### src/rtl/mlse_pkg.sv
`timescale 1ns / 1ps
package mlse_pkg;

    localparam int SLOTS    = 10;
    localparam int SLOT_CAP = 6;
    localparam int WORDS    = SLOTS * SLOT_CAP;
    localparam int AW       = $clog2(WORDS);
    localparam int KW       = 32 + AW;

    localparam logic [3:0] CMD_CREATE    = 4'd0;
    localparam logic [3:0] CMD_APPEND    = 4'd1;
    localparam logic [3:0] CMD_DEL_LAST  = 4'd2;
    localparam logic [3:0] CMD_DEL_VALUE = 4'd3;
    localparam logic [3:0] CMD_READ      = 4'd4;
    localparam logic [3:0] CMD_READ_SORT = 4'd5;
    localparam logic [3:0] CMD_READ_ALL  = 4'd6;
    localparam logic [3:0] CMD_ALL_SORT  = 4'd7;
    localparam logic [3:0] CMD_GROW      = 4'd8;
    localparam logic [3:0] CMD_COUNT     = 4'd9;
    localparam logic [3:0] CMD_RELEASE   = 4'd10;

    localparam logic [3:0] ST_OK        = 4'd0;
    localparam logic [3:0] ST_BADPOS    = 4'd1;
    localparam logic [3:0] ST_BADSIZE   = 4'd2;
    localparam logic [3:0] ST_EXISTS    = 4'd3;
    localparam logic [3:0] ST_NOMEM     = 4'd4;
    localparam logic [3:0] ST_FULL      = 4'd5;
    localparam logic [3:0] ST_NOLIST    = 4'd6;
    localparam logic [3:0] ST_EMPTY     = 4'd7;
    localparam logic [3:0] ST_NOTFOUND  = 4'd8;
    localparam logic [3:0] ST_ALLEMPTY  = 4'd9;

    typedef struct packed {
        logic [3:0]         op;
        logic               slot_ok;
        logic               all_lists;
        logic               sorted;
        logic [3:0]         slot;
        logic signed [31:0] value;
        logic [5:0]         size;
    } cmd_t;

    typedef struct packed {
        logic [3:0]         status;
        logic signed [31:0] data_word;
        logic               has_data;
        logic [2:0]         element_count;
        logic               last;
    } res_t;

    function automatic logic [AW-1:0] slot_base(input logic [3:0] s);
        logic [AW+3:0] prod;
        begin
            prod = {{AW{1'b0}}, s} * (AW + 4)'(SLOT_CAP);
            return prod[AW-1:0];
        end
    endfunction

endpackage

### src/rtl/mlse_front.sv
`timescale 1ns / 1ps
module mlse_front (
    input  logic               clk,
    input  logic               rst_n,
    input  logic               push,
    output logic               full,
    input  logic [3:0]         cmd,
    input  logic [3:0]         slot,
    input  logic signed [31:0] value,
    input  logic [5:0]         size,
    output logic               cq_avail,
    input  logic               cq_pop,
    output mlse_pkg::cmd_t     cq_cmd
);
    import mlse_pkg::*;

    cmd_t       q_reg [2];
    logic       wr_ptr_reg, wr_ptr_next;
    logic       rd_ptr_reg, rd_ptr_next;
    logic [1:0] cnt_reg, cnt_next;
    cmd_t       dec;
    logic       store;

    always_comb
    begin
        dec.op        = cmd;
        dec.slot_ok   = (slot < 4'(SLOTS));
        dec.all_lists = (cmd == CMD_READ_ALL) || (cmd == CMD_ALL_SORT);
        dec.sorted    = (cmd == CMD_READ_SORT) || (cmd == CMD_ALL_SORT);
        dec.slot      = slot;
        dec.value     = value;
        dec.size      = size;
    end

    assign full     = (cnt_reg == 2'd2);
    assign cq_avail = (cnt_reg != 2'd0);
    assign cq_cmd   = q_reg[rd_ptr_reg];
    // drop unused codes at the door: they give no result
    assign store    = push && !full && (cmd <= CMD_RELEASE);

    always_comb
    begin
        wr_ptr_next = wr_ptr_reg;
        rd_ptr_next = rd_ptr_reg;
        cnt_next    = cnt_reg;
        if (store)
        begin
            wr_ptr_next = ~wr_ptr_reg;
        end
        if (cq_pop && cq_avail)
        begin
            rd_ptr_next = ~rd_ptr_reg;
        end
        if (store && !(cq_pop && cq_avail))
        begin
            cnt_next = cnt_reg + 2'd1;
        end
        else if (!store && cq_pop && cq_avail)
        begin
            cnt_next = cnt_reg - 2'd1;
        end
    end

    always_ff @(posedge clk or negedge rst_n)
    begin
        if (!rst_n)
        begin
            wr_ptr_reg <= 1'b0;
            rd_ptr_reg <= 1'b0;
            cnt_reg    <= 2'd0;
        end
        else
        begin
            wr_ptr_reg <= wr_ptr_next;
            rd_ptr_reg <= rd_ptr_next;
            cnt_reg    <= cnt_next;
        end
    end

    always_ff @(posedge clk)
    begin
        if (store)
        begin
            q_reg[wr_ptr_reg] <= dec;
        end
    end

endmodule

### src/rtl/mlse_resq.sv
`timescale 1ns / 1ps
module mlse_resq (
    input  logic           clk,
    input  logic           rst_n,
    input  logic           rq_push,
    input  mlse_pkg::res_t rq_data,
    output logic           rq_full,
    output logic           empty,
    input  logic           pop,
    output mlse_pkg::res_t head
);
    import mlse_pkg::*;

    res_t       q_reg [2];
    logic       wr_ptr_reg, rd_ptr_reg;
    logic [1:0] cnt_reg, cnt_next;
    logic       do_push, do_pop;

    assign rq_full = (cnt_reg == 2'd2);
    assign empty   = (cnt_reg == 2'd0);
    assign head    = q_reg[rd_ptr_reg];
    assign do_push = rq_push && !rq_full;
    assign do_pop  = pop && !empty;

    always_comb
    begin
        cnt_next = cnt_reg;
        if (do_push && !do_pop)
        begin
            cnt_next = cnt_reg + 2'd1;
        end
        else if (!do_push && do_pop)
        begin
            cnt_next = cnt_reg - 2'd1;
        end
    end

    always_ff @(posedge clk or negedge rst_n)
    begin
        if (!rst_n)
        begin
            wr_ptr_reg <= 1'b0;
            rd_ptr_reg <= 1'b0;
            cnt_reg    <= 2'd0;
        end
        else
        begin
            if (do_push)
            begin
                wr_ptr_reg <= ~wr_ptr_reg;
            end
            if (do_pop)
            begin
                rd_ptr_reg <= ~rd_ptr_reg;
            end
            cnt_reg <= cnt_next;
        end
    end

    always_ff @(posedge clk)
    begin
        if (do_push)
        begin
            q_reg[wr_ptr_reg] <= rq_data;
        end
    end

endmodule

### src/rtl/mlse_back.sv
`timescale 1ns / 1ps
module mlse_back (
    input  logic           clk,
    input  logic           rst_n,
    input  logic           cq_avail,
    output logic           cq_pop,
    input  mlse_pkg::cmd_t cq_cmd,
    output logic           rq_push,
    output mlse_pkg::res_t rq_data,
    input  logic           rq_full
);
    import mlse_pkg::*;

    localparam logic [3:0] S_IDLE  = 4'd0;
    localparam logic [3:0] S_EXEC  = 4'd1;
    localparam logic [3:0] S_EMIT  = 4'd2;
    localparam logic [3:0] S_FD_RD = 4'd3;
    localparam logic [3:0] S_FD_EV = 4'd4;
    localparam logic [3:0] S_SH_RD = 4'd5;
    localparam logic [3:0] S_SH_WR = 4'd6;
    localparam logic [3:0] S_SC_GO = 4'd7;
    localparam logic [3:0] S_SC_RD = 4'd8;
    localparam logic [3:0] S_SC_EV = 4'd9;

    logic [31:0] mem [WORDS];
    logic [31:0] rd_data_reg;

    logic [3:0]    state_reg, state_next;
    logic [3:0]    ret_reg, ret_next;
    cmd_t          c_reg, c_next;
    res_t          res_reg, res_next;
    logic [2:0]    cap_reg [SLOTS];
    logic [2:0]    cnt_reg [SLOTS];
    logic [2:0]    cap_next [SLOTS];
    logic [2:0]    cnt_next [SLOTS];
    logic [2:0]    j_reg, j_next;
    logic [3:0]    sc_slot_reg, sc_slot_next;
    logic [2:0]    sc_j_reg, sc_j_next;
    logic          inc_reg, inc_next;
    logic [AW-1:0] pos_reg, pos_next;
    logic [AW-1:0] total_reg, total_next;
    logic [AW-1:0] emitted_reg, emitted_next;
    logic          first_reg, first_next;
    logic          have_last_reg, have_last_next;
    logic [KW-1:0] last_key_reg, last_key_next;
    logic          best_ok_reg, best_ok_next;
    logic [KW-1:0] best_key_reg, best_key_next;
    logic [31:0]   best_val_reg, best_val_next;

    logic          we;
    logic [AW-1:0] waddr, raddr;
    logic [31:0]   wdata;
    logic [3:0]    idx;
    logic [2:0]    cur_cap, cur_cnt;
    logic [AW-1:0] base;
    logic [6:0]    grow_sum;
    logic [KW-1:0] key;
    logic          take;
    logic [3:0]    hi_slot;
    logic          pass_end;
    logic [AW-1:0] total_fin;
    logic          is_last;

    assign idx      = (state_reg == S_SC_RD) ? sc_slot_reg : c_reg.slot;
    assign cur_cap  = cap_reg[idx];
    assign cur_cnt  = cnt_reg[idx];
    assign base     = slot_base(c_reg.slot);
    assign grow_sum = {4'd0, cur_cap} + {1'b0, c_reg.size};
    assign hi_slot  = c_reg.all_lists ? 4'(SLOTS - 1) : c_reg.slot;
    assign key      = c_reg.sorted ? {rd_data_reg ^ 32'h8000_0000, pos_reg}
                                   : {32'd0, pos_reg};

    assign cq_pop  = (state_reg == S_IDLE) && cq_avail;
    assign rq_push = (state_reg == S_EMIT) && !rq_full;
    assign rq_data = res_reg;

    always_comb
    begin
        raddr = base + AW'(j_reg);
        case (state_reg)
            S_SH_RD: raddr = base + AW'(j_reg) + AW'(1);
            S_SC_RD: raddr = slot_base(sc_slot_reg) + AW'(sc_j_reg);
            default: raddr = base + AW'(j_reg);
        endcase
    end

    always_comb
    begin
        state_next     = state_reg;
        ret_next       = ret_reg;
        c_next         = c_reg;
        res_next       = res_reg;
        cap_next       = cap_reg;
        cnt_next       = cnt_reg;
        j_next         = j_reg;
        sc_slot_next   = sc_slot_reg;
        sc_j_next      = sc_j_reg;
        inc_next       = inc_reg;
        pos_next       = pos_reg;
        total_next     = total_reg;
        emitted_next   = emitted_reg;
        first_next     = first_reg;
        have_last_next = have_last_reg;
        last_key_next  = last_key_reg;
        best_ok_next   = best_ok_reg;
        best_key_next  = best_key_reg;
        best_val_next  = best_val_reg;
        we             = 1'b0;
        waddr          = base + AW'(cur_cnt);
        wdata          = c_reg.value;
        take           = 1'b0;
        pass_end       = 1'b0;
        total_fin      = total_reg;
        is_last        = 1'b0;

        case (state_reg)
            S_IDLE:
            begin
                if (cq_avail)
                begin
                    c_next     = cq_cmd;
                    state_next = S_EXEC;
                end
            end

            S_EXEC:
            begin
                res_next.status        = ST_OK;
                res_next.data_word     = '0;
                res_next.has_data      = 1'b0;
                res_next.element_count = '0;
                res_next.last          = 1'b1;
                ret_next               = S_IDLE;
                state_next             = S_EMIT;
                if (c_reg.op == CMD_RELEASE)
                begin
                    for (int i = 0; i < SLOTS; i++)
                    begin
                        cap_next[i] = '0;
                        cnt_next[i] = '0;
                    end
                end
                else if (c_reg.all_lists)
                begin
                    state_next = S_SC_GO;
                end
                else if (!c_reg.slot_ok)
                begin
                    res_next.status = ST_BADPOS;
                end
                else if (c_reg.op == CMD_CREATE)
                begin
                    if (c_reg.size == 6'd0)
                        res_next.status = ST_BADSIZE;
                    else if (cur_cap != 3'd0)
                        res_next.status = ST_EXISTS;
                    else if (c_reg.size > 6'(SLOT_CAP))
                        res_next.status = ST_NOMEM;
                    else
                    begin
                        cap_next[c_reg.slot] = c_reg.size[2:0];
                        cnt_next[c_reg.slot] = '0;
                    end
                end
                else if (cur_cap == 3'd0)
                begin
                    res_next.status = ST_NOLIST;
                end
                else
                begin
                    case (c_reg.op)
                        CMD_APPEND:
                        begin
                            if (cur_cnt >= cur_cap)
                                res_next.status = ST_FULL;
                            else
                            begin
                                we                   = 1'b1;
                                cnt_next[c_reg.slot] = cur_cnt + 3'd1;
                            end
                        end
                        CMD_DEL_LAST:
                        begin
                            if (cur_cnt == 3'd0)
                                res_next.status = ST_EMPTY;
                            else
                                cnt_next[c_reg.slot] = cur_cnt - 3'd1;
                        end
                        CMD_DEL_VALUE:
                        begin
                            if (cur_cnt == 3'd0)
                                res_next.status = ST_EMPTY;
                            else
                            begin
                                j_next     = '0;
                                state_next = S_FD_RD;
                            end
                        end
                        CMD_READ, CMD_READ_SORT:
                        begin
                            state_next = S_SC_GO;
                        end
                        CMD_GROW:
                        begin
                            if (grow_sum > 7'(SLOT_CAP))
                                res_next.status = ST_NOMEM;
                            else
                            begin
                                cap_next[c_reg.slot] = grow_sum[2:0];
                                if ({4'd0, cur_cnt} > grow_sum)
                                    cnt_next[c_reg.slot] = grow_sum[2:0];
                            end
                        end
                        CMD_COUNT:
                        begin
                            if (cur_cnt == 3'd0)
                                res_next.status = ST_EMPTY;
                            else
                                res_next.element_count = cur_cnt;
                        end
                        default:
                        begin
                            res_next.status = ST_OK;
                        end
                    endcase
                end
                if (state_next == S_SC_GO)
                begin
                    first_next     = 1'b1;
                    total_next     = '0;
                    emitted_next   = '0;
                    have_last_next = 1'b0;
                end
            end

            S_EMIT:
            begin
                if (!rq_full)
                begin
                    state_next = ret_reg;
                end
            end

            S_FD_RD:
            begin
                state_next = S_FD_EV;
            end

            S_FD_EV:
            begin
                if (rd_data_reg == c_reg.value)
                begin
                    if (j_reg + 3'd1 < cur_cnt)
                        state_next = S_SH_RD;
                    else
                    begin
                        cnt_next[c_reg.slot] = cur_cnt - 3'd1;
                        state_next           = S_EMIT;
                    end
                end
                else if (j_reg + 3'd1 == cur_cnt)
                begin
                    res_next.status = ST_NOTFOUND;
                    state_next      = S_EMIT;
                end
                else
                begin
                    j_next     = j_reg + 3'd1;
                    state_next = S_FD_RD;
                end
            end

            S_SH_RD:
            begin
                state_next = S_SH_WR;
            end

            S_SH_WR:
            begin
                // move the following word down one place
                we     = 1'b1;
                waddr  = base + AW'(j_reg);
                wdata  = rd_data_reg;
                j_next = j_reg + 3'd1;
                if (j_reg + 3'd2 < cur_cnt)
                    state_next = S_SH_RD;
                else
                begin
                    cnt_next[c_reg.slot] = cur_cnt - 3'd1;
                    state_next           = S_EMIT;
                end
            end

            S_SC_GO:
            begin
                sc_slot_next = c_reg.all_lists ? 4'd0 : c_reg.slot;
                sc_j_next    = '0;
                best_ok_next = 1'b0;
                state_next   = S_SC_RD;
            end

            S_SC_RD:
            begin
                inc_next   = (cur_cap != 3'd0) && (sc_j_reg < cur_cnt);
                pos_next   = raddr;
                state_next = S_SC_EV;
            end

            S_SC_EV:
            begin
                // keep the smallest key above the one sent last
                if (inc_reg)
                begin
                    if (first_reg)
                        total_next = total_reg + AW'(1);
                    take = (!have_last_reg || key > last_key_reg)
                        && (!best_ok_reg || key < best_key_reg);
                    if (take)
                    begin
                        best_ok_next  = 1'b1;
                        best_key_next = key;
                        best_val_next = rd_data_reg;
                    end
                end
                pass_end = (sc_j_reg == 3'(SLOT_CAP - 1)) && (sc_slot_reg == hi_slot);
                if (sc_j_reg == 3'(SLOT_CAP - 1))
                begin
                    sc_j_next    = '0;
                    sc_slot_next = sc_slot_reg + 4'd1;
                end
                else
                begin
                    sc_j_next = sc_j_reg + 3'd1;
                end
                if (!pass_end)
                begin
                    state_next = S_SC_RD;
                end
                else
                begin
                    total_fin  = first_reg ? total_next : total_reg;
                    first_next = 1'b0;
                    res_next.status        = ST_OK;
                    res_next.element_count = '0;
                    state_next             = S_EMIT;
                    if (total_fin == '0)
                    begin
                        res_next.status    = c_reg.all_lists ? ST_ALLEMPTY : ST_OK;
                        res_next.data_word = '0;
                        res_next.has_data  = 1'b0;
                        res_next.last      = 1'b1;
                        ret_next           = S_IDLE;
                    end
                    else
                    begin
                        is_last            = (emitted_reg + AW'(1) == total_fin);
                        res_next.data_word = best_val_next;
                        res_next.has_data  = 1'b1;
                        res_next.last      = is_last;
                        emitted_next       = emitted_reg + AW'(1);
                        have_last_next     = 1'b1;
                        last_key_next      = best_key_next;
                        ret_next           = is_last ? S_IDLE : S_SC_GO;
                    end
                end
            end

            default:
            begin
                state_next = S_IDLE;
            end
        endcase
    end

    always_ff @(posedge clk or negedge rst_n)
    begin
        if (!rst_n)
        begin
            state_reg     <= S_IDLE;
            ret_reg       <= S_IDLE;
            first_reg     <= 1'b0;
            have_last_reg <= 1'b0;
            best_ok_reg   <= 1'b0;
            for (int i = 0; i < SLOTS; i++)
            begin
                cap_reg[i] <= '0;
                cnt_reg[i] <= '0;
            end
        end
        else
        begin
            state_reg     <= state_next;
            ret_reg       <= ret_next;
            first_reg     <= first_next;
            have_last_reg <= have_last_next;
            best_ok_reg   <= best_ok_next;
            cap_reg       <= cap_next;
            cnt_reg       <= cnt_next;
        end
    end

    always_ff @(posedge clk)
    begin
        c_reg        <= c_next;
        res_reg      <= res_next;
        j_reg        <= j_next;
        sc_slot_reg  <= sc_slot_next;
        sc_j_reg     <= sc_j_next;
        inc_reg      <= inc_next;
        pos_reg      <= pos_next;
        total_reg    <= total_next;
        emitted_reg  <= emitted_next;
        last_key_reg <= last_key_next;
        best_key_reg <= best_key_next;
        best_val_reg <= best_val_next;
    end

    always_ff @(posedge clk)
    begin
        if (we)
        begin
            mem[waddr] <= wdata;
        end
        rd_data_reg <= mem[raddr];
    end

endmodule

### src/rtl/multi_list_store_engine_unit.sv
`timescale 1ns / 1ps
// Bank of ten bounded lists of signed words, driven by commands.
// Command channel: drive cmd/slot/value/size with push; a transfer happens on a
// rising edge with push high and full low. Unused command codes are taken and dropped.
// Result channel: while empty is low the oldest result sits on status, data_word,
// has_data, element_count and last; an edge with pop high and empty low transfers it.
// A two-entry command queue feeds the execution engine, and a two-entry result
// queue follows it, so commands keep arriving while a result waits to be popped.
// Simple commands pass through the IDLE, EXEC and EMIT states to the result queue.
// Delete by value reads and checks each word searched (FD_RD, FD_EV), then reads
// and writes each word moved down (SH_RD, SH_WR). Reads run one pass per result
// over the words in range, one list or the whole bank, each pass from SC_GO to EMIT,
// plus one pass when the list is empty; every pass reads each slot position of the
// single word store port once, reading (SC_RD) and weighing (SC_EV) each word in turn.
// Reset clears all capacities and counts: no list exists afterwards. The word store
// is not cleared; only words an append wrote, or a delete moved down, are ever used.
// When pop stays low the result queue fills, the engine holds, and full rises
// once the command queue is full too.
module multi_list_store_engine_unit (
    input  logic               clk,
    input  logic               rst_n,
    input  logic               push,
    output logic               full,
    input  logic [3:0]         cmd,
    input  logic [3:0]         slot,
    input  logic signed [31:0] value,
    input  logic [5:0]         size,
    output logic               empty,
    input  logic               pop,
    output logic [3:0]         status,
    output logic signed [31:0] data_word,
    output logic               has_data,
    output logic [2:0]         element_count,
    output logic               last
);
    import mlse_pkg::*;

    logic cq_avail, cq_pop;
    cmd_t cq_cmd;
    logic rq_push, rq_full;
    res_t rq_data;
    res_t head;

    mlse_front u_front (
        .clk      (clk),
        .rst_n    (rst_n),
        .push     (push),
        .full     (full),
        .cmd      (cmd),
        .slot     (slot),
        .value    (value),
        .size     (size),
        .cq_avail (cq_avail),
        .cq_pop   (cq_pop),
        .cq_cmd   (cq_cmd)
    );

    mlse_back u_back (
        .clk      (clk),
        .rst_n    (rst_n),
        .cq_avail (cq_avail),
        .cq_pop   (cq_pop),
        .cq_cmd   (cq_cmd),
        .rq_push  (rq_push),
        .rq_data  (rq_data),
        .rq_full  (rq_full)
    );

    mlse_resq u_resq (
        .clk     (clk),
        .rst_n   (rst_n),
        .rq_push (rq_push),
        .rq_data (rq_data),
        .rq_full (rq_full),
        .empty   (empty),
        .pop     (pop),
        .head    (head)
    );

    assign status        = head.status;
    assign data_word     = head.data_word;
    assign has_data      = head.has_data;
    assign element_count = head.element_count;
    assign last          = head.last;

endmodule

### config.mk
export PLATFORM = sky130hd
export DESIGN_NAME = multi_list_store_engine_unit
export DESIGN_NICKNAME = d
export VERILOG_FILES = /design/src/rtl/mlse_pkg.sv /design/src/rtl/mlse_front.sv /design/src/rtl/mlse_resq.sv /design/src/rtl/mlse_back.sv /design/src/rtl/multi_list_store_engine_unit.sv
export SDC_FILE = /design/constraint.sdc
export NUM_CORES = 2
export LEC_CHECK = 0
export CAP_MARGIN = 0
export CORE_ASPECT_RATIO = 1.5
export CORE_MARGIN = 4
export CORE_UTILIZATION = 50
export CTS_CLUSTER_DIAMETER = 120
export CTS_CLUSTER_SIZE = 10
export DETAILED_ROUTE_END_ITERATION = 7
export DONT_BUFFER_PORTS = 1
export PLACE_DENSITY = 0.72
export RECOVER_POWER = 100
export SYNTH_ARGS = -nofsm -noshare
export SYNTH_HDL_FRONTEND = slang
export SYNTH_SLANG_ARGS = --single-unit
### constraint.sdc
create_clock -name clk -period 7.5 [get_ports clk]
set_clock_uncertainty 0.05 [all_clocks]
set_input_delay 1.125 -clock clk [delete_from_list [all_inputs] [get_ports clk]]
set_output_delay 1.125 -clock clk [all_outputs]
set_load 0.005 [all_outputs]
==> results_dict.tcl <==
set metrics [dict create \
    run_status "finished, violations left" \
    violations "capacitance limit, slew limit" \
    fin_ws_ns 0.412 \
    cts_buffers 285 \
    clock_path_buffers 4 \
    fin_crit_ns 7.09 \
    path_clk_slew_ns 0.06 \
    antenna_found_initial 8 \
    synthMuxAreaShare_pct 2.02 \
    drtIter0Drc 7744 \
    stdcell_count 10081 \
    ys_seq_area_share_pct 71.3 \
    cts.sinks 2435 \
    ys_ff_latch 2435 \
    die_y_um 560 \
    dominantRegCellSynth "edfxtp_1" \
    start_kind "register" \
    placed_cells 9737 \
    drive_gt1_share_pct 8.28 \
    min_to "u_front.q_reg[1][12]" \
    reg2reg_from "u_back.state_reg[2]" \
    num_vias 63546 \
    gp_congestion 0.935 \
    yosysUniqueCellTypes 86 \
    fmax_ghz 0.141 \
    start_util_pct 50.3 \
    timing.final.crit_share_pct 94.5 \
    largest_register_ffs 1920 \
    vias_per_cell 6.30 \
    hold_ws_ns 0.340 \
    fin_tns_setup_ns 0 \
    hold_viol 0 \
    drc 0 \
    setup_viol 0 \
    ctsRootBufferMaster "clkbuf_16" \
    cp.arrival_ns 7.18 \
    ant_nets 0 \
    wl_per_cell_um 27.7 \
    die_w_um 376 \
    maxSlewHeadroom_pct -200 \
    avgSynthCellArea_um2 13.7 \
    grt-ovfl-total 0 \
    synthArstFlopShare_pct 3.12 \
    grt_util_met3_pct 4.58 \
    rrSetupSlack_ns 0.41 \
    cp_data_required_time_ns 7.59 \
    ys_warn_count 0 \
    core_um2 202000 \
    synth_compound_area_share_pct 10.9 \
    hold_class "primary input to register" \
    syn_nets 7582 \
    pin_count 93 \
    synth_xor_area_share_pct 0.707 \
    grt_pass1_vias 62432 \
    mostFrequentLayoutCells "edfxtp_1, nand2_1, a211oi_1" \
    synth_top_family_by_area "compound AO/OA/AOI/OAI gates" \
    port_buffers 0 \
    cts_tree "built" \
    clk_latency_ns 0.83 \
    holdPathStages 0 \
    post-cts-setup-buffers 0 \
    grt_pass1_wl_um 407000 \
    maxCapViolCount 46 \
    grt_busiest_layer "met2" \
    path_max_fanout 52 \
    slew_viol_final 2560 \
    tightest_slew_ns 4.50 \
    rsz0062_at_grt "false" \
    r2r_end "u_back.mem[32][15]" \
    syn_inst 7406 \
    synth_fa_ha_area_share_pct 1.60 \
    setup.worst_path.end_class "register" \
    synth_area_um2 102000 \
    synth_edf_count 2327 \
    yosys.area_share.simple_pct 10.9 \
    hp-start "value[6]" \
    grt_usage_pct 25.7 \
    htreeDepth 5 \
    dp_hpwl_um 169000 \
    fin_nets 7549 \
    final_common_cell "edfxtp_1" \
    timing_worst_setup_path_type "register to register" \
    use_met2_pct 42.4 \
    fp.dieArea_um2 211000 \
    dp_slack_ns 1.24 \
    first_pass_iters 6 \
    wl_um 279000 \
    num_rows 202 \
    area_growth_pct 10.6 \
    r2r_cells 6 \
    use_met1_pct 31.5 \
    grt_max_degree 162 \
]
layer usage:
layer	vias up	wire length, um
li1	27875	-
met4	2	21100
met5	-	46
met1	31517	98000
met3	763	25300
met2	3389	134000
Yosys cell counts (31+ instances only):
master / instances / share of area [%]
nor4_1: 72 / 0.44
inv_1: 141 / 0.52
edfxtp_1: 2327 / 69
nand3_1: 60 / 0.30
a211o_1: 34 / 0.29
and2_0: 53 / 0.33
nand2_1: 1405 / 5.2
buf_2: 44 / 0.22
dfxtp_1: 32 / 0.63
a211oi_1: 454 / 3.4
nor2_1: 173 / 0.64
a311oi_1: 325 / 2.8
a21oi_1: 201 / 0.99
mux2_2: 157 / 1.7
o311a_1: 31 / 0.31
nor3_1: 153 / 0.75
a31oi_1: 83 / 0.51
o21ai_0: 107 / 0.53
xnor2_1: 63 / 0.54
a221oi_1: 38 / 0.33
ha_1: 120 / 1.5
clkbuf_1: 421 / 1.6
o22ai_1: 44 / 0.27
o211ai_1: 37 / 0.27
and2_1: 410 / 2.5
dfrtp_1: 76 / 1.9
cells by family (layout without fill, tap and decap cells):
family	Yosys count	count (layout)
adders and majority gates	126	126
muxes	177	177
DFF	2435	2435
AOI/OAI and AO/OA	1499	1499
and+or+nand+nor	2436	2436
other	0	4
xor gates and xnor gates	82	82
buffers and inverters	651	670
through the flow:
stage / utilization (%) / cell area [um^2]
after floorplan: - / 102000
after global placement: 52.1 / 105000
after detailed placement: 52.1 / 105000
after CTS: 55.9 / 113000
after global routing: 55.6 / 112000
final: 55.6 / 112000
worst max-delay path by stage:
stage,start,endpoint
2_1_floorplan,u_back.state_reg[1],u_back.mem[40][0]
3_3_place_gp,u_back.state_reg[3],u_back.mem[3][9]
3_5_place_dp,u_back.state_reg[3],u_back.mem[2][25]
4_1_cts,u_back.state_reg[3],u_back.mem[2][26]
5_1_grt,u_back.state_reg[3],u_back.mem[4][16]
6_report,u_back.state_reg[2],u_back.mem[32][15]
critical path, cell delays in order, from the launching register on:
cell and delay (ns):
dfrtp_1 0.34, clkbuf_1 0.64, nor2b_1 0.43, and3_1 0.56, clkbuf_1 1.39, mux2_1 0.63, clkbuf_1 2.20
final cells by class:
type                       instances  area [um^2]
inverter                         147          578
timing repair buffer             184         1390
clock inverter                    18          224
fill                           15433        89600
clock buffer                     321         7350
sequential                      2435        72400
antenna                            4         10.0
multi-input combinational       4320        27000
tap                             2652         3320
timing repair:
item                      4_1_cts  5_1_grt
hold buffers                    1        0
hold endpoints to repair       76        0
resized for setup               0        0
Power is left out: the tool's default activity adds up to more than one toggle a clock period on the data nets, which glitch-free logic cannot reach.
